<file path="src/hdl/msc_pkg.sv">
// ----------------------------------------------------------------------------
// msc_pkg
// Shared types, constants and helpers for the motion sleep classifier.
// ----------------------------------------------------------------------------
package msc_pkg;

    // Default number of early-morning hours with a wear count
    localparam int WEAR_HOURS_DEF = 6;

    // Field widths
    localparam int MAG_W   = 17;
    localparam int CNT16_W = 16;
    localparam int HOUR_W  = 5;
    localparam int PHASE_W = 6;
    localparam int CFG_IDX_W  = 3;
    localparam int CFG_DATA_W = 17;

    // Time-of-day and timing constants
    localparam logic [HOUR_W-1:0]  NIGHT_START  = 5'd20;
    localparam logic [HOUR_W-1:0]  NIGHT_END    = 5'd8;
    localparam logic [PHASE_W-1:0] MINUTE_LAST  = 6'd59;
    localparam logic [2:0]         UNWORN_LIMIT = 3'd7;
    localparam logic [CNT16_W-1:0] MAX16        = 16'hFFFF;

    // Configuration register indexes
    localparam logic [CFG_IDX_W-1:0] CFG_MOTION_THRESHOLD     = 3'd0;
    localparam logic [CFG_IDX_W-1:0] CFG_WEAR_THRESHOLD       = 3'd1;
    localparam logic [CFG_IDX_W-1:0] CFG_QUIET_SECONDS        = 3'd2;
    localparam logic [CFG_IDX_W-1:0] CFG_DEEP_STILL_SECONDS   = 3'd3;
    localparam logic [CFG_IDX_W-1:0] CFG_UNWORN_STILL_SECONDS = 3'd4;
    localparam logic [CFG_IDX_W-1:0] CFG_SEDENTARY_LIMIT      = 3'd5;

    // Configuration reset values
    localparam logic [MAG_W-1:0]   RST_MOTION_THRESHOLD     = 17'd120;
    localparam logic [MAG_W-1:0]   RST_WEAR_THRESHOLD       = 17'd200;
    localparam logic [CNT16_W-1:0] RST_QUIET_SECONDS        = 16'd60;
    localparam logic [CNT16_W-1:0] RST_DEEP_STILL_SECONDS   = 16'd600;
    localparam logic [CNT16_W-1:0] RST_UNWORN_STILL_SECONDS = 16'd7200;
    localparam logic [CNT16_W-1:0] RST_SEDENTARY_LIMIT      = 16'd180;

    // Input item
    typedef struct packed {
        logic signed [15:0] accel_x;
        logic signed [15:0] accel_y;
        logic signed [15:0] accel_z;
        logic [15:0]        step_total;
        logic [7:0]         heart_rate;
        logic [4:0]         hour_of_day;
        logic               is_charging;
        logic               worn_now;
    } t_in_item;

    // Result item
    typedef struct packed {
        logic [15:0] deep_total;
        logic [15:0] light_total;
        logic        minute_record;
    } t_out_item;

    // Item after the magnitude stage
    typedef struct packed {
        logic [MAG_W-1:0]   magnitude;
        logic [15:0]        step_total;
        logic [7:0]         heart_rate;
        logic [HOUR_W-1:0]  hour_of_day;
        logic               is_charging;
        logic               worn_now;
    } t_stage_item;

    // Configuration register set
    typedef struct packed {
        logic [MAG_W-1:0]   motion_threshold;
        logic [MAG_W-1:0]   wear_threshold;
        logic [CNT16_W-1:0] quiet_seconds;
        logic [CNT16_W-1:0] deep_still_seconds;
        logic [CNT16_W-1:0] unworn_still_seconds;
        logic [CNT16_W-1:0] sedentary_limit;
    } t_cfg;

    // Saturating 16-bit increment
    function automatic logic [CNT16_W-1:0] sat_inc16(input logic [CNT16_W-1:0] v);
        return (v == MAX16) ? MAX16 : v + 16'd1;
    endfunction

endpackage

</file>
<file path="src/hdl/motion_sleep_classifier_core.sv">
// ----------------------------------------------------------------------------
// motion_sleep_classifier_core
// Night-time sleep estimator fed with one accelerometer sample per second.
// ----------------------------------------------------------------------------
// Usage:
//   Input items (axes, step count, heart rate, hour, charging, worn) enter on
//   i_in_valid / o_in_ready; one result item (deep and light totals plus a
//   minute flag) leaves on o_out_valid / i_out_ready for every input item.
//   Registers are written through i_cfg_we / i_cfg_index / i_cfg_data while
//   no item is in flight, a rule for the user that the block itself does not
//   enforce; they take effect for the next item.
//   An item is registered in the magnitude stage, then evaluated into the
//   output register. Throughput: one item per cycle unless the receiver
//   stalls; each item's state update is made as it is evaluated.
//   Reset (synchronous, active low) empties both stages, clears all tracking
//   and sleep totals and loads the register defaults.
//   When the receiver stalls, the result holds in the output register, the
//   magnitude stage fills, and o_in_ready drops once both are occupied.
// ----------------------------------------------------------------------------
module motion_sleep_classifier_core
    import msc_pkg::*;
#(
    parameter int WEAR_HOURS = WEAR_HOURS_DEF
) (
    input  logic                  i_clk,
    input  logic                  i_rst_n,
    input  logic                  i_in_valid,
    output logic                  o_in_ready,
    input  t_in_item              i_in_item,
    output logic                  o_out_valid,
    input  logic                  i_out_ready,
    output t_out_item             o_out_item,
    input  logic                  i_cfg_we,
    input  logic [CFG_IDX_W-1:0]  i_cfg_index,
    input  logic [CFG_DATA_W-1:0] i_cfg_data
);

    t_cfg        r_cfg;
    logic        stage_valid;
    logic        stage_ready;
    t_stage_item stage_item;
    logic        fire;
    t_out_item   result;
    logic        r_out_valid;
    t_out_item   r_out_item;

    // Configuration registers
    always_ff @(posedge i_clk) begin
        if (!i_rst_n) begin
            r_cfg.motion_threshold     <= RST_MOTION_THRESHOLD;
            r_cfg.wear_threshold       <= RST_WEAR_THRESHOLD;
            r_cfg.quiet_seconds        <= RST_QUIET_SECONDS;
            r_cfg.deep_still_seconds   <= RST_DEEP_STILL_SECONDS;
            r_cfg.unworn_still_seconds <= RST_UNWORN_STILL_SECONDS;
            r_cfg.sedentary_limit      <= RST_SEDENTARY_LIMIT;
        end else if (i_cfg_we) begin
            case (i_cfg_index)
                CFG_MOTION_THRESHOLD:     r_cfg.motion_threshold     <= i_cfg_data;
                CFG_WEAR_THRESHOLD:       r_cfg.wear_threshold       <= i_cfg_data;
                CFG_QUIET_SECONDS:        r_cfg.quiet_seconds        <= i_cfg_data[15:0];
                CFG_DEEP_STILL_SECONDS:   r_cfg.deep_still_seconds   <= i_cfg_data[15:0];
                CFG_UNWORN_STILL_SECONDS: r_cfg.unworn_still_seconds <= i_cfg_data[15:0];
                CFG_SEDENTARY_LIMIT:      r_cfg.sedentary_limit      <= i_cfg_data[15:0];
                default: begin
                end
            endcase
        end
    end

    // Magnitude stage
    msc_front u_front (
        .i_clk      (i_clk),
        .i_rst_n    (i_rst_n),
        .i_in_valid (i_in_valid),
        .o_in_ready (o_in_ready),
        .i_in_item  (i_in_item),
        .o_valid    (stage_valid),
        .i_ready    (stage_ready),
        .o_item     (stage_item)
    );

    // Evaluate when the output register can take the result
    assign stage_ready = !r_out_valid || i_out_ready;
    assign fire        = stage_valid && stage_ready;

    msc_eval #(
        .WEAR_HOURS (WEAR_HOURS)
    ) u_eval (
        .i_clk    (i_clk),
        .i_rst_n  (i_rst_n),
        .i_fire   (fire),
        .i_item   (stage_item),
        .i_cfg    (r_cfg),
        .o_result (result)
    );

    // Output register: hold the result until taken
    always_ff @(posedge i_clk) begin
        if (!i_rst_n) begin
            r_out_valid <= 1'b0;
        end else if (stage_ready) begin
            r_out_valid <= stage_valid;
        end
    end

    always_ff @(posedge i_clk) begin
        if (fire) begin
            r_out_item <= result;
        end
    end

    assign o_out_valid = r_out_valid;
    assign o_out_item  = r_out_item;

endmodule

</file>
<file path="src/hdl/msc_front.sv">
// ----------------------------------------------------------------------------
// msc_front
// Input stage: takes an item and registers it with its motion magnitude.
// ----------------------------------------------------------------------------
module msc_front
    import msc_pkg::*;
(
    input  logic        i_clk,
    input  logic        i_rst_n,
    input  logic        i_in_valid,
    output logic        o_in_ready,
    input  t_in_item    i_in_item,
    output logic        o_valid,
    input  logic        i_ready,
    output t_stage_item o_item
);

    logic        r_valid;
    t_stage_item r_item;
    t_stage_item n_item;
    logic signed [17:0] sum;
    logic signed [17:0] neg_sum;

    // Accept when empty or when the held item moves on
    assign o_in_ready = !r_valid || i_ready;

    // Magnitude of the axis sum
    always_comb begin
        sum     = 18'(i_in_item.accel_x) + 18'(i_in_item.accel_y) + 18'(i_in_item.accel_z);
        neg_sum = -sum;
        n_item.magnitude   = sum[17] ? neg_sum[MAG_W-1:0] : sum[MAG_W-1:0];
        n_item.step_total  = i_in_item.step_total;
        n_item.heart_rate  = i_in_item.heart_rate;
        n_item.hour_of_day = i_in_item.hour_of_day;
        n_item.is_charging = i_in_item.is_charging;
        n_item.worn_now    = i_in_item.worn_now;
    end

    // Hold valid until the item moves on
    always_ff @(posedge i_clk) begin
        if (!i_rst_n) begin
            r_valid <= 1'b0;
        end else if (o_in_ready) begin
            r_valid <= i_in_valid;
        end
    end

    // Capture payload
    always_ff @(posedge i_clk) begin
        if (o_in_ready && i_in_valid) begin
            r_item <= n_item;
        end
    end

    assign o_valid = r_valid;
    assign o_item  = r_item;

endmodule

</file>
<file path="src/hdl/msc_eval.sv">
// ----------------------------------------------------------------------------
// msc_eval
// Tracking state and minute evaluation; produces one result per item.
// ----------------------------------------------------------------------------
module msc_eval
    import msc_pkg::*;
#(
    parameter int WEAR_HOURS = WEAR_HOURS_DEF
) (
    input  logic        i_clk,
    input  logic        i_rst_n,
    input  logic        i_fire,
    input  t_stage_item i_item,
    input  t_cfg        i_cfg,
    output t_out_item   o_result
);

    // State registers
    logic [MAG_W-1:0]   r_prev_mag;
    logic [15:0]        r_prev_steps;
    logic [PHASE_W-1:0] r_phase;
    logic               r_hold;
    logic [15:0]        r_still;
    logic [2:0]         r_unworn;
    logic [15:0]        r_active;
    logic [15:0]        r_wear [WEAR_HOURS];
    logic [15:0]        r_light;
    logic [15:0]        r_deep;
    logic [15:0]        r_rep_light;
    logic [15:0]        r_rep_deep;

    // Next values
    logic [MAG_W-1:0]   n_prev_mag;
    logic [15:0]        n_prev_steps;
    logic [PHASE_W-1:0] n_phase;
    logic               n_hold;
    logic [15:0]        n_still;
    logic [2:0]         n_unworn;
    logic [15:0]        n_active;
    logic [15:0]        n_wear [WEAR_HOURS];
    logic [15:0]        n_light;
    logic [15:0]        n_deep;
    logic [15:0]        n_rep_light;
    logic [15:0]        n_rep_deep;
    logic               n_record;

    logic [MAG_W:0]     mag_delta;
    logic [MAG_W:0]     mag_delta_neg;
    logic [MAG_W-1:0]   diff;
    logic               wear_hit;
    logic               stepped;
    logic               early;
    logic               night;
    logic [3:0]         zero_cnt;

    always_comb begin
        n_prev_mag   = r_prev_mag;
        n_prev_steps = r_prev_steps;
        n_phase      = r_phase;
        n_hold       = r_hold;
        n_still      = r_still;
        n_unworn     = r_unworn;
        n_active     = r_active;
        n_light      = r_light;
        n_deep       = r_deep;
        n_rep_light  = r_rep_light;
        n_rep_deep   = r_rep_deep;
        n_record     = 1'b0;
        for (int i = 0; i < WEAR_HOURS; i++) begin
            n_wear[i] = r_wear[i];
        end

        // Magnitude change since the previous sample
        mag_delta     = {1'b0, r_prev_mag} - {1'b0, i_item.magnitude};
        mag_delta_neg = -mag_delta;
        diff          = mag_delta[MAG_W] ? mag_delta_neg[MAG_W-1:0] : mag_delta[MAG_W-1:0];

        wear_hit = ((diff >= i_cfg.wear_threshold) || (i_item.heart_rate != 8'd0)) &&
                   (i_item.hour_of_day < HOUR_W'(WEAR_HOURS));
        stepped  = (r_prev_steps < i_item.step_total) && (r_prev_steps != 16'd0);
        early    = i_item.hour_of_day < NIGHT_END;
        night    = (i_item.hour_of_day >= NIGHT_START) || early;
        zero_cnt = 4'd0;

        if (!i_item.is_charging) begin
            // Stillness tracking
            n_still = (diff >= i_cfg.motion_threshold) ? 16'd0 : sat_inc16(r_still);

            // Per-hour wear counts
            for (int i = 0; i < WEAR_HOURS; i++) begin
                if (wear_hit && (i_item.hour_of_day == HOUR_W'(i))) begin
                    n_wear[i] = sat_inc16(r_wear[i]);
                end
            end

            n_prev_mag = i_item.magnitude;

            // Minute evaluation
            if (r_phase == '0) begin
                n_record = 1'b1;

                if (stepped || r_hold) begin
                    n_hold = stepped;
                    if (early) begin
                        n_active = sat_inc16(r_active);
                    end
                end else if (n_still <= i_cfg.quiet_seconds) begin
                    n_active = early ? sat_inc16(r_active) : 16'd0;
                end

                if (night) begin
                    // Count unworn hours once per morning
                    if ((i_item.hour_of_day >= HOUR_W'(WEAR_HOURS)) &&
                        (i_item.hour_of_day <= NIGHT_END) && (r_unworn == 3'd0)) begin
                        for (int i = 0; i < WEAR_HOURS; i++) begin
                            zero_cnt = zero_cnt + {3'd0, (n_wear[i] == 16'd0)};
                        end
                        n_unworn = (zero_cnt >= 4'd7) ? UNWORN_LIMIT : zero_cnt[2:0];
                    end

                    if ((n_still >= i_cfg.unworn_still_seconds) ||
                        (n_unworn >= UNWORN_LIMIT) ||
                        (early && (n_active > i_cfg.sedentary_limit))) begin
                        // Drop the night's totals
                        n_active    = 16'd0;
                        n_light     = 16'd0;
                        n_deep      = 16'd0;
                        n_rep_light = 16'd0;
                        n_rep_deep  = 16'd0;
                    end else if ((r_prev_steps == i_item.step_total) &&
                                 (n_still >= i_cfg.quiet_seconds)) begin
                        if (i_item.worn_now) begin
                            if (n_still >= i_cfg.deep_still_seconds) begin
                                n_deep = sat_inc16(r_deep);
                            end else begin
                                n_light = sat_inc16(r_light);
                            end
                        end
                        n_rep_light = n_light;
                        n_rep_deep  = n_deep;
                    end
                end else begin
                    // Daytime: clear tracking, keep reported totals
                    n_prev_mag = '0;
                    n_hold     = 1'b0;
                    n_still    = 16'd0;
                    n_unworn   = 3'd0;
                    n_light    = 16'd0;
                    n_deep     = 16'd0;
                    n_active   = 16'd0;
                    for (int i = 0; i < WEAR_HOURS; i++) begin
                        n_wear[i] = 16'd0;
                    end
                end
            end

            // Advance the second counter
            n_phase      = (r_phase == MINUTE_LAST) ? '0 : r_phase + 6'd1;
            n_prev_steps = i_item.step_total;
        end
    end

    // Update state on each item
    always_ff @(posedge i_clk) begin
        if (!i_rst_n) begin
            r_prev_mag   <= '0;
            r_prev_steps <= '0;
            r_phase      <= '0;
            r_hold       <= 1'b0;
            r_still      <= '0;
            r_unworn     <= '0;
            r_active     <= '0;
            r_light      <= '0;
            r_deep       <= '0;
            r_rep_light  <= '0;
            r_rep_deep   <= '0;
            for (int i = 0; i < WEAR_HOURS; i++) begin
                r_wear[i] <= '0;
            end
        end else if (i_fire) begin
            r_prev_mag   <= n_prev_mag;
            r_prev_steps <= n_prev_steps;
            r_phase      <= n_phase;
            r_hold       <= n_hold;
            r_still      <= n_still;
            r_unworn     <= n_unworn;
            r_active     <= n_active;
            r_light      <= n_light;
            r_deep       <= n_deep;
            r_rep_light  <= n_rep_light;
            r_rep_deep   <= n_rep_deep;
            for (int i = 0; i < WEAR_HOURS; i++) begin
                r_wear[i] <= n_wear[i];
            end
        end
    end

    assign o_result.deep_total    = n_rep_deep;
    assign o_result.light_total   = n_rep_light;
    assign o_result.minute_record = n_record;

`ifndef SYNTHESIS
    // A minute evaluation only runs at the start of a minute
    a_record_phase: assert property (@(posedge i_clk) disable iff (!i_rst_n)
        (i_fire && o_result.minute_record) |-> (r_phase == '0))
        else $error("minute record outside phase zero");

    // The second counter stays within one minute
    a_phase_range: assert property (@(posedge i_clk) disable iff (!i_rst_n)
        r_phase <= MINUTE_LAST)
        else $error("second phase out of range");

    // A charging item leaves the tracking state alone
    a_charging_hold: assert property (@(posedge i_clk) disable iff (!i_rst_n)
        (i_fire && i_item.is_charging) |=>
            ($stable(r_still) && $stable(r_phase) && $stable(r_rep_deep)))
        else $error("state changed while charging");

    // Reported totals only move with an item
    a_idle_hold: assert property (@(posedge i_clk) disable iff (!i_rst_n)
        !i_fire |=> ($stable(r_rep_light) && $stable(r_rep_deep)))
        else $error("reported totals changed without an item");
`endif

endmodule

</file>
<file path="config.mk">
export PLATFORM = sky130hd
export DESIGN_NAME = motion_sleep_classifier_core
export DESIGN_NICKNAME = d
export VERILOG_FILES = /design/src/hdl/msc_pkg.sv /design/src/hdl/motion_sleep_classifier_core.sv /design/src/hdl/msc_front.sv /design/src/hdl/msc_eval.sv
export SDC_FILE = /design/constraint.sdc
export NUM_CORES = 1
export LEC_CHECK = 0
export CORE_UTILIZATION = 64
export CTS_BUF_LIST = sky130_fd_sc_hd__clkbuf_2
export CTS_CLUSTER_SIZE = 40
export DETAILED_ROUTE_END_ITERATION = 12
export DONT_BUFFER_PORTS = 1
export HOLD_SLACK_MARGIN = 0.03
export PLACE_DENSITY = 0.78
export SLEW_MARGIN = 20
export SYNTH_ARGS = -nofsm -noshare
export SYNTH_HDL_FRONTEND = slang
export SYNTH_SLANG_ARGS = --single-unit
</file>
<file path="constraint.sdc">
create_clock -name i_clk -period 10 [get_ports i_clk]
set_clock_uncertainty 0.15 [all_clocks]
set_input_delay 1 -clock i_clk [delete_from_list [all_inputs] [get_ports i_clk]]
set_output_delay 1 -clock i_clk [all_outputs]
set_load 0.01 [all_outputs]
</file>
* After elaboration in Yosys (flattened, before gate mapping)
Memories as Yosys holds them, arrays and structs flattened. Index checks and enable logic that the tools add are counted.
Storage, ports and cells: flip-flop bits (word level) 320, bits in latches 0, memory bits (writable) 96, memory bits (read-only) 0, input bits 104, logic and storage cells 221, memories 1
Memories:
- u_eval.r_wear | words 6, width 16, read ports 6, clocked after Yosys merged registers in 0, wr ports 6, line msc_eval.sv:26 | logic [15:0] r_wear [WEAR_HOURS];
Operators by class: $add $sub $neg 21, multiply operators 0, div/mod/pow operators 0, order comparisons 15, equal/unequal tests 24, shift-type cells 0, mux-type cells 80, bitwise gates (word level) 7, reductions and logical operators 45
Operator list (count):
- $mux 16 | 59
- $mux 96 | 3
- $add 16x1->16 const B | 10
- $eq 16x16->1 const B | 10
- $logic_not 16->1 | 6
- $mux 17 | 4
- $ge 16x16->1 | 3
- $ge 17x17->1 | 2
- $neg 17->17 | 2
- $add 17x16->18 | 1
- $mux 3 | 6
- $sub 17x17->18 | 1
- $add 16x16->17 | 1
- $add 4x1->4 | 4
- $eq 16x16->1 | 1
- $gt 16x16->1 | 1
- $le 16x16->1 | 1
- $lt 16x16->1 | 1
- $reduce_bool 16->1 | 1
- $logic_and 1x1->1 | 14
- $reduce_and 2->1 | 7
- $eq 5x2->1 const B | 2
- $eq 5x3->1 const B | 2
- $reduce_and 4->1 | 2
- other kinds (27) | 48

* Depth between registers and ports, before layout
Gate-level depths: netlist (run 1).
depth after elaboration 28, depth in mapped cells 47, gate-level depth less buffers 43

* Hierarchy
Synthesis (run 1) repeated with hierarchy kept, for this count alone.
Second synthesis, totals: cells, all modules 3036, area, all modules 26724.4 µm²
Modules (own cells, without submodules):
- msc_eval | instances 1, cells each 2384, area an instance 18876.9 µm², sequential area each 5665.4 µm²
- motion_sleep_classifier_core | instances 1, cells each 393, area an instance 4728.3 µm², sequential area each 2972.9 µm²
- msc_front | instances 1, cells each 259, area an instance 3119.2 µm², sequential area each 1461.4 µm²

* Least setup slack after synthesis (run 1)
No wires, ideal clock.
path type flip-flop to flip-flop, start register u_front.r_item, in the netlist u_front.o_item[35], end register r_out_item, in the netlist o_out_item[12], data pin, arrival time 8.734 ns, required time 9.704 ns, slack 0.970 ns, cell stages (with the launch flop) 43, period minus slack after synthesis 9.030 ns, cells stage by stage edfxtp_1 inv_1 ha_1 a21o_1 o41ai_2 o21ai_1 or3_1 a31oi_1 o21a_1 o21ai_2 buf_2 a21oi_1 ha_1 nor2b_1 o21a_1 o21a_1 o21a_1 o31a_1 [... 7 more ...] a21oi_1 a21oi_1 a211oi_1 o41a_1 clkbuf_1 nand3_1 a32o_1 ha_1 a21o_1 a21o_1 a21oi_1 a21oi_1 o311ai_2 nand2_4 buf_6 buf_6 or3b_1 a21oi_1
RTL lines:
- from (decl) | line msc_front.sv:19 | t_stage_item r_item;
- from (signal assigned) | line msc_front.sv:51 | r_item <= n_item;
- to (signal assigned) | line motion_sleep_classifier_core.sv:108 | r_out_item <= result;
- to (decl) | line motion_sleep_classifier_core.sv:45 | t_out_item r_out_item;

* Final worst setup path (run 1)
start register u_front.r_item, in the netlist u_front.o_item[35], end register u_eval.r_rep_deep[6]
Between the ends: word-level cells in the longest chain between the ends 28
RTL lines:
- $sub 17x17->18 * | line msc_eval.sv:74 | mag_delta = {1'b0, r_prev_mag} - {1'b0, i_item.magnitude};
- $neg 17->17 | line msc_eval.sv:75 | mag_delta_neg = -mag_delta;
- $mux 17 * | line msc_eval.sv:76 | diff = mag_delta[MAG_W] ? mag_delta_neg[MAG_W-1:0] : mag_delta[MAG_W-1:0];
- $ge 17x17->1 | line msc_eval.sv:78 | wear_hit = ((diff >= i_cfg.wear_threshold) || (i_item.heart_rate != 8'd0)) &&
- $logic_or 1x1->1 | line msc_eval.sv:78
- $logic_and 1x1->1 | line msc_eval.sv:78
- $logic_and 1x1->1 | line msc_eval.sv:91 | if (wear_hit && (i_item.hour_of_day == HOUR_W'(i))) begin
- $mux 16 | line msc_eval.sv:91
- [... 12 more ...]
- $mux 3 | line msc_eval.sv:85 | if (!i_item.is_charging) begin
- $ge 3x3->1 | line msc_eval.sv:122 | (n_unworn >= UNWORN_LIMIT) ||
- $logic_or 1x1->1 | line msc_eval.sv:121 | if ((n_still >= i_cfg.unworn_still_seconds) ||
- $logic_or 1x1->1 | line msc_eval.sv:122
- $mux 16 * | line msc_eval.sv:121
- $mux 16 * | line msc_eval.sv:111 | if (night) begin
- $mux 16 * | line msc_eval.sv:99 | if (r_phase == '0) begin
- $mux 16 * | line msc_eval.sv:85
- to (signal assigned) | line msc_eval.sv:191 | r_rep_deep <= n_rep_deep;
- to (decl) | line msc_eval.sv:30 | logic [15:0] r_rep_deep;
Mark *: on every way between the ends. The rest lies on a longest branch, timed or not. The select of a mux whose other input is x is not followed. A chain may end at the register's enable or synchronous reset.

==> flow_metrics.py, run 1 <==
metrics = {
    "run_status": {
        "outcome": "complete, no violations",
    },
    "global_route": {
        "grt_most_used_layer": "met2",
        "grt_pass1_vias": 21700,
        "grt_overflow": 0,
        "met1_usage_pct": 42.3,
        "grt_use_total_pct": 31.7,
        "antenna_found_initial": 7,
        "grt_max_degree": 154,
        "use_met3_pct": 5.58,
        "grtUsageMet2_pct": 52.2,
        "grt_pass1_wl_um": 107000,
    },
    "synth": {
        "async_flop_share_pct": 0,
        "synthCells": 2925,
        "seq_area_frac_synth_pct": 39.3,
        "synthesis.nets": 3212,
        "synth.distinct_cells": 90,
        "synth_area_per_cell_um2": 8.78,
        "netlist_area_um2": 25700,
        "yosys_most_used_dff": "dfxtp_1",
        "synth_edf_count": 177,
        "ys_warn_count": 0,
        "synth-seq-cells": 416,
    },
    "cells_and_area": {
        "fillCellCount": 3110,
        "final_core_util_pct": 70.3,
        "seqCellArea_um2": 10100,
        "area_growth_syn_to_layout_pct": 8.51,
        "final_common_cell": "nand2_1",
        "nets": 3290,
        "finalInstanceArea_um2": 27900,
        "drive_above_1_share_pct": 10.1,
        "multiInputGateArea_um2": 14500,
        "mostFrequentLayoutCells": "nand2_1 (367), dfxtp_1 (239), nor2_1 (230)",
    },
    "power": {
        "peakVddDrop_mv": 0.159,
        "power_frac_comb_pct": 24.3,
        "internal_power_uw": 2730,
        "switching_share_pct": 33.6,
        "p_sw_uw": 1380,
        "seqPwrFrac_pct": 47.0,
        "power_density_nw_per_um2": 148,
        "cellLeakagePower_uw": 0.0108,
        "clock_power_share_pct": 28.7,
    },
    "cts": {
        "clkTransAtPathRegs_ns": 0.11,
        "cts_tree": "done",
        "htreeDepth": 3,
        "insertion_delay_ns": 1.15,
        "cts_buffer_depth": 3,
        "cts_buffers": 104,
        "cts_root_buffer": "clkbuf_2",
        "cts_sinks": 416,
    },
    "sta": {
        "fin_ws_ns": 0.470,
        "period_minus_slack_ns": 9.53,
        "hold_viol": 0,
        "min_period_over_period_pct": 95.3,
        "slew_headroom_pct": 27.2,
        "fmax_mhz": 105,
        "worst_pin_slew_ns": 1.09,
        "setup_viol": 0,
        "slew_violations": 0,
    },
    "worst_setup_path": {
        "cp.buffers_inverters": 2,
        "crit_path_start": "u_front.o_item[35]",
        "r2r_end": "u_eval.r_rep_deep[6]",
        "worst_path_largest_cell_delay_ns": 0.45,
        "slowest_stage": "a311oi_1",
        "required_ns": 10.93,
        "r2r_start": "u_front.o_item[35]",
        "path_depth": 41,
        "rrSetupSlack_ns": 0.47,
        "endpoint": "u_eval.r_rep_deep[6]",
        "critPathArrivalTime_ns": 10.46,
        "reg2reg_depth": 41,
        "startpoint_type": "register",
        "path_class": "reg2reg",
        "critPathMaxFanout": 12,
        "cp_top_family": "compound AO/OA/AOI/OAI gates",
        "end_kind": "register",
    },
    "flow_run": {
        "max_cap_viol_count": 0,
    },
    "drt": {
        "avgViaCountPerCell": 6.23,
        "drtIter0Drc": 2029,
        "dr.pass1.iters": 6,
        "dr_total_vias": 22600,
        "drcViolationCount": 0,
        "route.antenna.remaining_nets": 0,
        "routedWlPerCell_um": 18.3,
        "wirelength_um": 66100,
    },
    "die": {
        "die_y_um": 202,
        "initial_utilization_pct": 64.8,
        "die-area_um2": 40900,
        "io_pins": 139,
        "floorplan.core_area_um2": 39600,
        "row_count": 73,
        "die_w_um": 202,
    },
    "place": {
        "dp_hpwl_um": 44500,
        "dpl_cell_area_um2": 26100,
        "place_ws_ns": -0.0666,
        "io_buffer_count": 0,
        "place.gp.congestion": 0.943,
    },
    "worst_hold_path": {
        "hp-class": "in2reg",
    },
}
==> synthesized netlist by cell type, types with 7 or more instances <==
library cell | number | area share, %
a311oi_1 | 22 | 0.75
a21boi_0 | 97 | 2.8
o21bai_1 | 7 | 0.20
nor2_1 | 234 | 3.4
ha_1 | 162 | 7.9
nand2_1 | 367 | 5.4
xnor2_1 | 59 | 2.0
fa_1 | 21 | 1.6
a31oi_1 | 43 | 1.0
nand2b_1 | 28 | 0.68
a22o_1 | 37 | 1.3
a21o_1 | 42 | 1.2
mux2i_1 | 29 | 1.1
o21a_1 | 17 | 0.50
o221a_1 | 12 | 0.53
dfxtp_1 | 239 | 19
nor3_1 | 85 | 1.7
or2_2 | 21 | 0.51
and2_1 | 20 | 0.49
nand4_1 | 62 | 1.5
o22ai_1 | 10 | 0.24
or3_1 | 23 | 0.56
nand3_1 | 102 | 2.0
inv_1 | 183 | 2.7
edfxtp_1 | 177 | 21
o21ai_1 | 9 | 0.18
nor2b_1 | 29 | 0.71
a211oi_1 | 27 | 0.79
o22a_1 | 20 | 0.68
nand3b_1 | 11 | 0.32
a211o_1 | 9 | 0.31
a21oi_1 | 187 | 3.6
clkbuf_1 | 93 | 1.4
o211ai_1 | 31 | 0.91
and3_1 | 53 | 1.3
xor2_1 | 44 | 1.5
buf_1 | 7 | 0.10
and4_1 | 19 | 0.65
o21ai_0 | 98 | 1.9
nor3b_1 | 9 | 0.26
o31ai_1 | 13 | 0.38
a41oi_1 | 10 | 0.34
nor4_1 | 28 | 0.68
buf_2 | 27 | 0.53
==> power by group through the flow <==
stage	sequential [uW]	combinational [uW]	clock, uW
detailed placement	1970	905	0
CTS	1930	955	1200
global route	1950	1120	1300
finish	1930	999	1180
global placement	1970	871	0
floorplan	1950	730	0
==> sequential cells by signal, summed over array words and instances, names as in the netlist, 3 cells and up <==
name / cells
u_eval.r_deep: 16
u_front.o_item: 48
u_eval.r_rep_deep: 16
u_eval.r_still: 16
r_cfg: 98
u_eval.r_prev_steps: 16
u_eval.r_prev_mag: 17
u_eval.r_active: 16
u_eval.r_unworn: 3
o_out_item: 33
u_eval.r_phase: 6
u_eval.r_rep_light: 16
u_eval.r_light: 16
u_eval.r_wear: 96
==> worst min-delay path by stage <==
stage | end | start | cells after the start | slack [ns]
3_5_place_dp | r_cfg[66] | r_cfg[66] | 2 | 0.31
3_3_place_gp | r_cfg[15] | r_cfg[15] | 2 | 0.30
2_1_floorplan | r_cfg[10] | r_cfg[10] | 2 | 0.29
5_1_grt | u_front.o_item[31] | i_in_item[63] | 1 | 0.05
6_report | u_front.o_item[31] | i_in_item[63] | 1 | 0.11
4_1_cts | u_eval.r_light[7] | i_rst_n | 4 | 0.05
==> per-stage QoR <==
stage          cells  total power [uW]  setup TNS, ns  hold slack [ns]
2_1_floorplan   2925              2680              0            0.293
3_3_place_gp    3364              2840              0            0.300
3_5_place_dp    3364              2880         -0.115            0.307
4_1_cts         3608              4090              0           0.0507
5_1_grt         3621              4360         -0.104           0.0466
6_report        3621              4110              0            0.106
==> cell families after synthesis <==
kind of cell    synth area share (%)
simple gates                    21.2
compound gates                  20.2
xor+xnor                        3.51
mux                             1.26
flops                           39.3
fa+ha+maj                       9.53
buf+inv                         4.94
==> worst register-to-register path: cells and delay by family (launching register included) <==
family / cells / cell delay [ns]
flops: 1 / 0.37
buf+inv: 2 / 0.29
simple gates: 7 / 1.37
fa+ha+maj: 4 / 1.31
compound gates: 28 / 6.03
==> area by class of cell <==
type	instances	share of cell area, %
diodes	7	0.0629
clock buffers	162	2.91
clock inverters	30	0.521
inverters	183	2.47
multi-input cells	2194	52.1
flip-flops and latches	416	36.3
well taps	525	2.36
repair buffers	104	3.36
==> what timing repair did <==
| action | 4_1_cts | 5_1_grt |
|---|---|---|
| setup endpoints to repair | 15 | 112 |
| hold buffers | 52 | 0 |
| resized for setup | 4 | 28 |
| pin swaps | 0 | 6 |
| cloned | 0 | 2 |
| endpoints found under the hold margin | 185 | 0 |
| setup buffers | 0 | 4 |
==> routing by layer <==
metal | vias to the layer above | part of all wire [%]
li1 | 10900 | -
met1 | 10800 | 44
met2 | 803 | 47
met3 | 125 | 6.7
met4 | 0 | 2.3
met5 | - | 0
No activity file was read; power rests on OpenSTA's default activity.
==> run 2: changes to the inputs <==
--- a/config.mk
+++ b/config.mk
@@ -5,13 +5,14 @@
 export SDC_FILE = /design/constraint.sdc
 export NUM_CORES = 1
 export LEC_CHECK = 0
+export BUFFER_PORTS_ARGS = -buffer_cell sky130_fd_sc_hd__buf_2
 export CORE_UTILIZATION = 64
 export CTS_BUF_LIST = sky130_fd_sc_hd__clkbuf_2
 export CTS_CLUSTER_SIZE = 40
 export DETAILED_ROUTE_END_ITERATION = 12
-export DONT_BUFFER_PORTS = 1
+export GPL_ROUTABILITY_DRIVEN = 1
 export HOLD_SLACK_MARGIN = 0.03
-export PLACE_DENSITY = 0.78
+export PLACE_DENSITY_LB_ADDON = 0.15
 export SLEW_MARGIN = 20
 export SYNTH_ARGS = -nofsm -noshare
 export SYNTH_HDL_FRONTEND = slang
==> run 2 against run 1 <==
  * Worst hold slack better by 0.0063 ns
  * Register-to-register slack worse by 0.07 ns
  * Die area stayed put
  * Clock-buffer cell count decreased by 9
  * Routed wire length grew 2.3%
  * Design area up 2.7%
  * First-iteration DRC count fell by 13%
  * Cell count is 3.9% higher
  * Sequential power is essentially flat
  * Clock power hardly changed
==> flow_metrics.py, run 2 (synthesized netlist as in run 1, its figures left out) <==
metrics = {
    "power": {
        "seqPwrFrac_pct": 46.2,
        "switching_share_pct": 34.1,
        "clock_power_share_pct": 28.1,
        "p_sw_uw": 1430,
        "power.total_uw": 4180,
        "peakVddDrop_mv": 0.128,
        "power_frac_comb_pct": 25.6,
        "power_density_nw_per_um2": 146,
        "internal_power_uw": 2760,
        "cellLeakagePower_uw": 0.0114,
    },
    "sta": {
        "fin_ws_ns": 0.402,
        "worst_pin_slew_ns": 1.11,
        "setup_viol": 0,
        "hold_viol": 0,
        "slew_violations": 0,
        "min_period_over_period_pct": 96.0,
        "slew_headroom_pct": 26.1,
        "fmax_mhz": 104,
        "period_minus_slack_ns": 9.60,
    },
    "flow_run": {
        "max_cap_viol_count": 0,
    },
    "cells_and_area": {
        "finalInstanceArea_um2": 28600,
        "area_growth_syn_to_layout_pct": 11.5,
        "final_common_cell": "nand2_1",
        "drive_above_1_share_pct": 14.0,
        "mostFrequentLayoutCells": "nand2_1 (367), dfxtp_1 (239), nor2_1 (229)",
        "nets": 3434,
        "final_core_util_pct": 72.2,
        "largest_reg_flops": 98,
        "top_register": "r_cfg",
        "fillCellCount": 3104,
    },
    "place": {
        "place_ws_ns": 0.171,
        "dpl_cell_area_um2": 26800,
        "io_buffer_count": 138,
        "place.gp.congestion": 0.919,
        "dp_hpwl_um": 45700,
    },
    "die": {
        "die_y_um": 202,
        "die_w_um": 202,
        "row_count": 73,
        "io_pins": 139,
        "initial_utilization_pct": 64.8,
        "die-area_um2": 40900,
        "floorplan.core_area_um2": 39600,
    },
    "cts": {
        "clkTransAtPathRegs_ns": 0.10,
        "cts_tree": "done",
        "insertion_delay_ns": 1.16,
        "cts_buffers": 106,
        "htreeDepth": 3,
        "cts_sinks": 416,
        "cts_root_buffer": "clkbuf_2",
        "cts_buffer_depth": 3,
    },
    "global_route": {
        "grt_overflow": 0,
        "grt_pass1_vias": 22700,
        "antenna_found_initial": 2,
        "grt_pass1_wl_um": 109000,
        "grt_max_degree": 98,
        "grt_use_total_pct": 32.5,
    },
    "worst_setup_path": {
        "required_ns": 10.82,
        "startpoint_type": "register",
        "worst_path_largest_cell_delay_ns": 0.53,
        "end_kind": "register",
        "path_class": "reg2reg",
        "slowest_stage": "o41a_1",
        "critPathMaxFanout": 10,
        "critPathArrivalTime_ns": 10.42,
    },
    "drt": {
        "drtIter0Drc": 1765,
        "wirelength_um": 67600,
        "drcViolationCount": 0,
        "avgViaCountPerCell": 6.19,
        "dr_total_vias": 23300,
        "route.antenna.remaining_nets": 0,
        "routedWlPerCell_um": 18.0,
        "dr.pass1.iters": 6,
    },
    "worst_hold_path": {
        "hp-class": "in2reg",
    },
    "run_status": {
        "outcome": "complete, no violations",
    },
}
## run 2: path summary, 6_finish.rpt
kind                           start       endpoint  slack (ns)  depth (start not counted)
setup / recovery  u_front.o_item[35]  o_out_item[3]        0.40                         43
hold / removal        i_cfg_data[13]      r_cfg[29]        0.11                          3
setup reg to reg  u_front.o_item[35]  o_out_item[3]        0.40                         43
hold reg to reg            r_cfg[59]      r_cfg[59]        0.32                          2
## run 2: per-stage QoR
step	TNS, ns	std cells	hold WS [ns]
CTS	0	3743	0.0374
finish	0	3763	0.112
global placement	0	3500	0.303
detailed placement	0	3500	0.309
floorplan	0	2925	0.293
global route	-0.117	3763	0.0154
## run 2: repair_timing
action                                  4_1_cts  5_1_grt
endpoints found under the hold margin        71        0
gates resized for setup                       0       38
hold buffers                                 49        0
endpoints found under the setup margin        0      112
buffers inserted                              0       13
## run 2: area by class of cell
class                   instances  area [um2]  share of cell area (%)
repair buffers                246        1650                    5.78
clock buffers                 153         766                    2.68
clock inverters                41         205                   0.717
inverters                     183         689                    2.41
multi-input cells            2194       14500                    50.8
diodes                          5        12.5                  0.0437
well taps                     525         657                    2.30
flip-flops and latches        416       10100                    35.3
## run 2: critical path: cells and delay by family, from the launching register on
family	cells	cell delay (ns)
AOI/OAI and AO/OA	21	4.28
adders and majority gates	4	1.12
buffers and inverters	6	0.90
DFF	1	0.36
and+or+nand+nor	12	2.61
## run 2: power by group through the flow
stage / combinational (uW) / clock (uW) / sequential [uW]
after floorplan: 730 / 0 / 1950
after global placement: 936 / 0 / 1960
after detailed placement: 977 / 0 / 1970
after CTS: 1000 / 1200 / 1930
after global routing: 1180 / 1290 / 1940
final: 1070 / 1180 / 1930
## run 2: metal layers
| metal | part of all wire, % | vias up | track usage (%) |
|---|---|---|---|
| li1 | - | 11200 | - |
| met1 | 42 | 11000 | 41.3 |
| met2 | 48 | 922 | 54.7 |
| met3 | 7.2 | 185 | 5.68 |
| met4 | 3.0 | 0 | 12.9 |
| met5 | 0 | - | 0 |
